**src/rtl/core/gha_pkg.sv**
```systemverilog
// Package of the generational handle allocator: opcode and status codes,
// the register width and reset value, and the controller/datapath structs.
// Depends on nothing.
package gha_pkg;

    // Configuration register.
    localparam int              CFG_WIDTH    = 13;
    localparam logic [12:0]     THRESH_RESET = 13'd1024;

    // Request opcodes.
    typedef logic [1:0] gha_op_t;
    localparam gha_op_t OP_CREATE  = 2'd0;
    localparam gha_op_t OP_DESTROY = 2'd1;
    localparam gha_op_t OP_QUERY   = 2'd2;
    localparam gha_op_t OP_CLEAR   = 2'd3;

    // Result status codes.
    typedef logic [1:0] gha_status_code_t;
    localparam gha_status_code_t ST_OK        = 2'd0;
    localparam gha_status_code_t ST_NO_INDEX  = 2'd1;
    localparam gha_status_code_t ST_NOT_ALIVE = 2'd2;

    // Commands from the controller to the datapath.
    typedef struct packed {
        logic accept;    // request transfer: latch it and start the reads
        logic reuse_rd;  // read the generation of the index at the queue head
        logic commit;    // write back state and load the result register
    } gha_cmd_t;

    // Status from the datapath to the controller.
    typedef struct packed {
        logic need_reuse; // the pending create takes an index from the queue
        logic out_stall;  // the result register is full and not being taken
    } gha_dp_status_t;

endpackage

```
**src/rtl/core/gha_ctrl.sv**
```systemverilog
// Controller of the handle allocator: sequences accept, lookup, the extra
// generation read for a reused index, and write-back. Depends on gha_pkg.
module gha_ctrl import gha_pkg::*; (
    input  logic           clk,
    input  logic           rst_n,
    input  logic           req_valid,
    output logic           req_ready,
    input  gha_dp_status_t dp_status,
    output gha_cmd_t       cmd
);

    localparam logic [1:0] S_IDLE   = 2'd0;
    localparam logic [1:0] S_LOOKUP = 2'd1;
    localparam logic [1:0] S_REUSE  = 2'd2;

    logic [1:0] state_reg;
    logic [1:0] state_next;

    // A new request is taken only between requests.
    assign req_ready = (state_reg == S_IDLE);

    // Next state and commands.
    always_comb
    begin
        state_next   = state_reg;
        cmd.accept   = 1'b0;
        cmd.reuse_rd = 1'b0;
        cmd.commit   = 1'b0;
        case (state_reg)
            S_IDLE:
            begin
                if (req_valid)
                begin
                    cmd.accept = 1'b1;
                    state_next = S_LOOKUP;
                end
            end
            S_LOOKUP:
            begin
                if (dp_status.need_reuse)
                begin
                    cmd.reuse_rd = 1'b1;
                    state_next   = S_REUSE;
                end
                else if (!dp_status.out_stall)
                begin
                    cmd.commit = 1'b1;
                    state_next = S_IDLE;
                end
            end
            S_REUSE:
            begin
                if (!dp_status.out_stall)
                begin
                    cmd.commit = 1'b1;
                    state_next = S_IDLE;
                end
            end
            default:
            begin
                state_next = S_IDLE;
            end
        endcase
    end

    // State register.
    always_ff @(posedge clk or negedge rst_n)
    begin
        if (!rst_n)
        begin
            state_reg <= S_IDLE;
        end
        else
        begin
            state_reg <= state_next;
        end
    end

endmodule

```
**config.mk**
```make
export PLATFORM = sky130hd
export DESIGN_NAME = gha_ctrl
export DESIGN_NICKNAME = d
export VERILOG_FILES = /design/src/rtl/core/gha_pkg.sv /design/src/rtl/core/gha_ctrl.sv
export SDC_FILE = /design/constraint.sdc
export NUM_CORES = 1
export LEC_CHECK = 0
export ABC_AREA = 1
export BUFFER_PORTS_ARGS = -buffer_cell sky130_fd_sc_hd__buf_2
export CORE_AREA = 2 2 39 41
export DETAILED_ROUTE_END_ITERATION = 8
export DIE_AREA = 0 0 41 43
export GPL_ROUTABILITY_DRIVEN = 0
export GPL_TIMING_DRIVEN = 0
export PLACE_DENSITY_LB_ADDON = 0.15
export SETUP_SLACK_MARGIN = 0.5
export SYNTH_ARGS = -nofsm -noshare
export SYNTH_HDL_FRONTEND = slang
export SYNTH_SLANG_ARGS = --single-unit
```
**constraint.sdc**
```tcl
create_clock -name clk -period 1 [get_ports clk]
set_input_delay 0.2 -clock clk [delete_from_list [all_inputs] [get_ports clk]]
set_output_delay 0.2 -clock clk [all_outputs]
set_load 0.02 [all_outputs]
```
==> results.py <==
metrics = {
    "status": {
        "status": "finished with violations",
        "violations": "setup timing",
    },
    "die": {
        "die_h_um": 43,
        "die_area_mm2": 0.00176,
        "pin_count": 9,
        "initial_core_util_pct": 15.4,
        "num_rows": 14,
        "core-area_mm2": 0.00138,
        "fp.dieW_um": 41,
    },
    "worst_setup_path": {
        "rr_endpoint": "state_reg[0]$_DFFE_PN0P_",
        "r2r_cells": 10,
        "critPathLaunch": "state_reg[1]$_DFFE_PN0P_",
        "r2r_start": "state_reg[0]$_DFFE_PN0P_",
        "start_kind": "register",
        "regToRegSetupSlack_ps": -360,
        "crit_path_end": "cmd[0]",
        "criticalPathCategory": "register to primary output",
        "crit_path_end_kind": "primary output",
        "crit_required_ps": 800,
        "cp_max_fo": 3,
        "worstPathArrival_ps": 1280,
    },
    "timing": {
        "fin_skew_ps": 5.59,
        "min_period_ps": 1480,
        "drv_slew": 0,
        "fmax_mhz": 675,
        "worst_slew_pin_slew_ps": 159,
        "finalSetupTns_ps": -2070,
        "setup-violations-final": 6,
        "rsz0062_at_grt": "true",
        "timing.final.ws_setup_ps": -481,
        "hold_viol": 0,
        "min_period_over_period_pct": 148,
        "holdWs_ps": 285,
        "relSlewSlack_pct": 89.4,
    },
    "cts": {
        "cts_tree": "done",
        "clk_pin_slew_ps": 30,
        "h-tree-depth": 1,
        "clock_latency_ps": 220,
        "cts.sinks": 2,
        "clockRootBuffer": "clkbuf_4",
        "cts_buffers": 3,
        "cts_buffer_depth": 2,
    },
    "yosys": {
        "synth.most_common_cell": "nand2_1",
        "synth_edf_count": 0,
        "synth_flop_cell": "dfrtp_1",
        "synth_top_area_cell": "dfrtp_1",
        "synthTopCellsByArea": "dfrtp_1, ha_1, nand2_1",
        "synth_cell_type_count": 8,
        "yosys-top-cells-count": "nand2_1, inv_1, ha_1, nand3_1",
        "syn_area_per_cell_um2": 6.45,
        "synth_seq_cells": 2,
        "synthArstFlopShare_pct": 100,
        "postSynthCellCount": 33,
        "yosys.area.top_type_share_pct": 23.5,
        "yosysWarningCount": 0,
        "synth-seq-area-share_pct": 23.5,
        "syn_area_um2": 213,
        "synth_nets": 42,
    },
    "placement": {
        "dpl-instance-area_um2": 300,
        "portBuffers": 8,
        "post-dp-hpwl_um": 354,
    },
    "global_route": {
        "grt_pass1_vias": 282,
        "antenna_found_initial": 0,
        "grt_pass1_wl_um": 1070,
        "grt_use_total_pct": 8.72,
        "grt_max_degree": 4,
        "grt-ovfl-total": 0,
    },
    "power_and_ir_drop": {
        "pwr-share-clk_pct": 10.6,
        "internal_power_mw": 0.948,
        "ir_drop_mv": 1.34,
        "p_sw_mw": 0.720,
        "p_seq_share_pct": 11.4,
        "power.total_mw": 1.67,
        "p_leak_nw": 0.250,
        "p_per_area_mw_per_mm2": 3490,
        "p_sw_share_pct": 43.2,
        "pwr-share-comb_pct": 77.9,
    },
    "drt": {
        "routed-via-count": 253,
        "drtIter0Drc": 0,
        "drt-total-wl_um": 603,
        "dr.pass1.iters": 1,
        "viasPerCell": 3.67,
        "drc": 0,
        "wl_per_cell_um": 8.74,
        "drtAntennaViolNets": 0,
    },
    "layout": {
        "stdcell_area_um2": 478,
        "final_nets": 64,
        "diodes": 0,
        "areaGrowthSynthToFinish_pct": 125,
        "largest_reg_flops": 2,
        "final_layout_size_suffix_gt1_share_pct": 73.6,
    },
    "job": {
        "maxCapViolCount": 0,
    },
    "hold_path": {
        "worstHoldPathType": "input pin to register",
    },
}
[power by group through the flow]
stage | Clock [mW] | Combinational (mW) | Sequential [mW]
2_1_floorplan | 0 | 0.549 | 0.171
3_3_place_gp | 0 | 0.699 | 0.192
3_5_place_dp | 0 | 0.686 | 0.189
4_1_cts | 0.190 | 1.24 | 0.188
5_1_grt | 0.194 | 1.42 | 0.198
6_report | 0.177 | 1.30 | 0.191
[worst min path at each step]
stage / from / endpoint / slack, ps / depth (start not counted)
final: req_valid / state_reg[1]$_DFFE_PN0P_ / 280 / 4
after detailed placement: rst_n / state_reg[0]$_DFFE_PN0P_ / -10 / 1
after global routing: rst_n / state_reg[0]$_DFFE_PN0P_ / 290 / 2
after CTS: rst_n / state_reg[0]$_DFFE_PN0P_ / 280 / 2
after global placement: rst_n / state_reg[0]$_DFFE_PN0P_ / -10 / 1
after floorplan: rst_n / state_reg[0]$_DFFE_PN0P_ / -100 / 0
[cell families (layout without fill, tap and decap cells)]
logic type | count (synthesis) | in the layout | share of synthesized area [%]
DFF | 2 | 2 | 23.5
adders and majority gates | 4 | 4 | 23.5
and+or+nand+nor | 19 | 19 | 38.8
buffers and inverters | 8 | 28 | 14.1
[layout by cell type (no fill, tap or decap)]
cell | synthesis | layout
nand2_1 | 12 | 9
nand3_2 | 0 | 2
nand2_4 | 0 | 1
ha_4 | 0 | 3
buf_4 | 0 | 5
nor2_2 | 2 | 1
buf_2 | 0 | 4
inv_2 | 0 | 6
clkbuf_4 | 0 | 3
dfrtp_1 | 2 | 1
buf_6 | 0 | 7
inv_1 | 8 | 1
nand3_1 | 3 | 1
inv_4 | 0 | 1
nand2_2 | 1 | 3
nor2_4 | 0 | 2
dfrtp_2 | 0 | 1
ha_1 | 4 | 1
dlygate4sd3_1 | 0 | 1
[critical path, stage by stage (launching register included)]
cell and delay, ps:
dfrtp_2 440, inv_4 90, ha_4 140, inv_2 40
nand2_2 70, nand3_2 80, nor2_4 80, buf_6 110
[repair_timing]
| item | 4_1_cts | 5_1_grt |
|---|---|---|
| buffers inserted | 7 | 1 |
| gates resized for setup | 22 | 2 |
| setup endpoints to repair | 6 | 6 |
| endpoints found under the hold margin | 2 | 0 |
| hold buffers | 1 | 0 |
| pin swaps | 5 | 3 |
[final cells by class]
type	count	area, um^2
inverter	8	32.5
sequential	2	51.3
multi-input combinational	23	205
tap	16	20.0
timing repair buffer	17	146
fill	153	906
clock buffer	3	22.5
[metrics by stage]
stage	cells	utilization (%)	setup slack [ps]
after detailed placement	57	21.7	-379
after floorplan	33	-	-200
after CTS	68	33.4	-483
after global routing	69	34.5	-547
after global placement	57	21.7	-388
final	69	34.5	-481
[metal layers]
metal  up-vias  global-route usage, %  wire [um]  part of all wire (%)
met5         -                      0          0                     0
met4         0                   4.00          0                     0
met3         0                   1.57         14                   2.3
met2         4                   14.7        344                    57
met1       114                   9.90        244                    40
li1        135                      -          -                     -
Power figures use the tool's default switching activity.
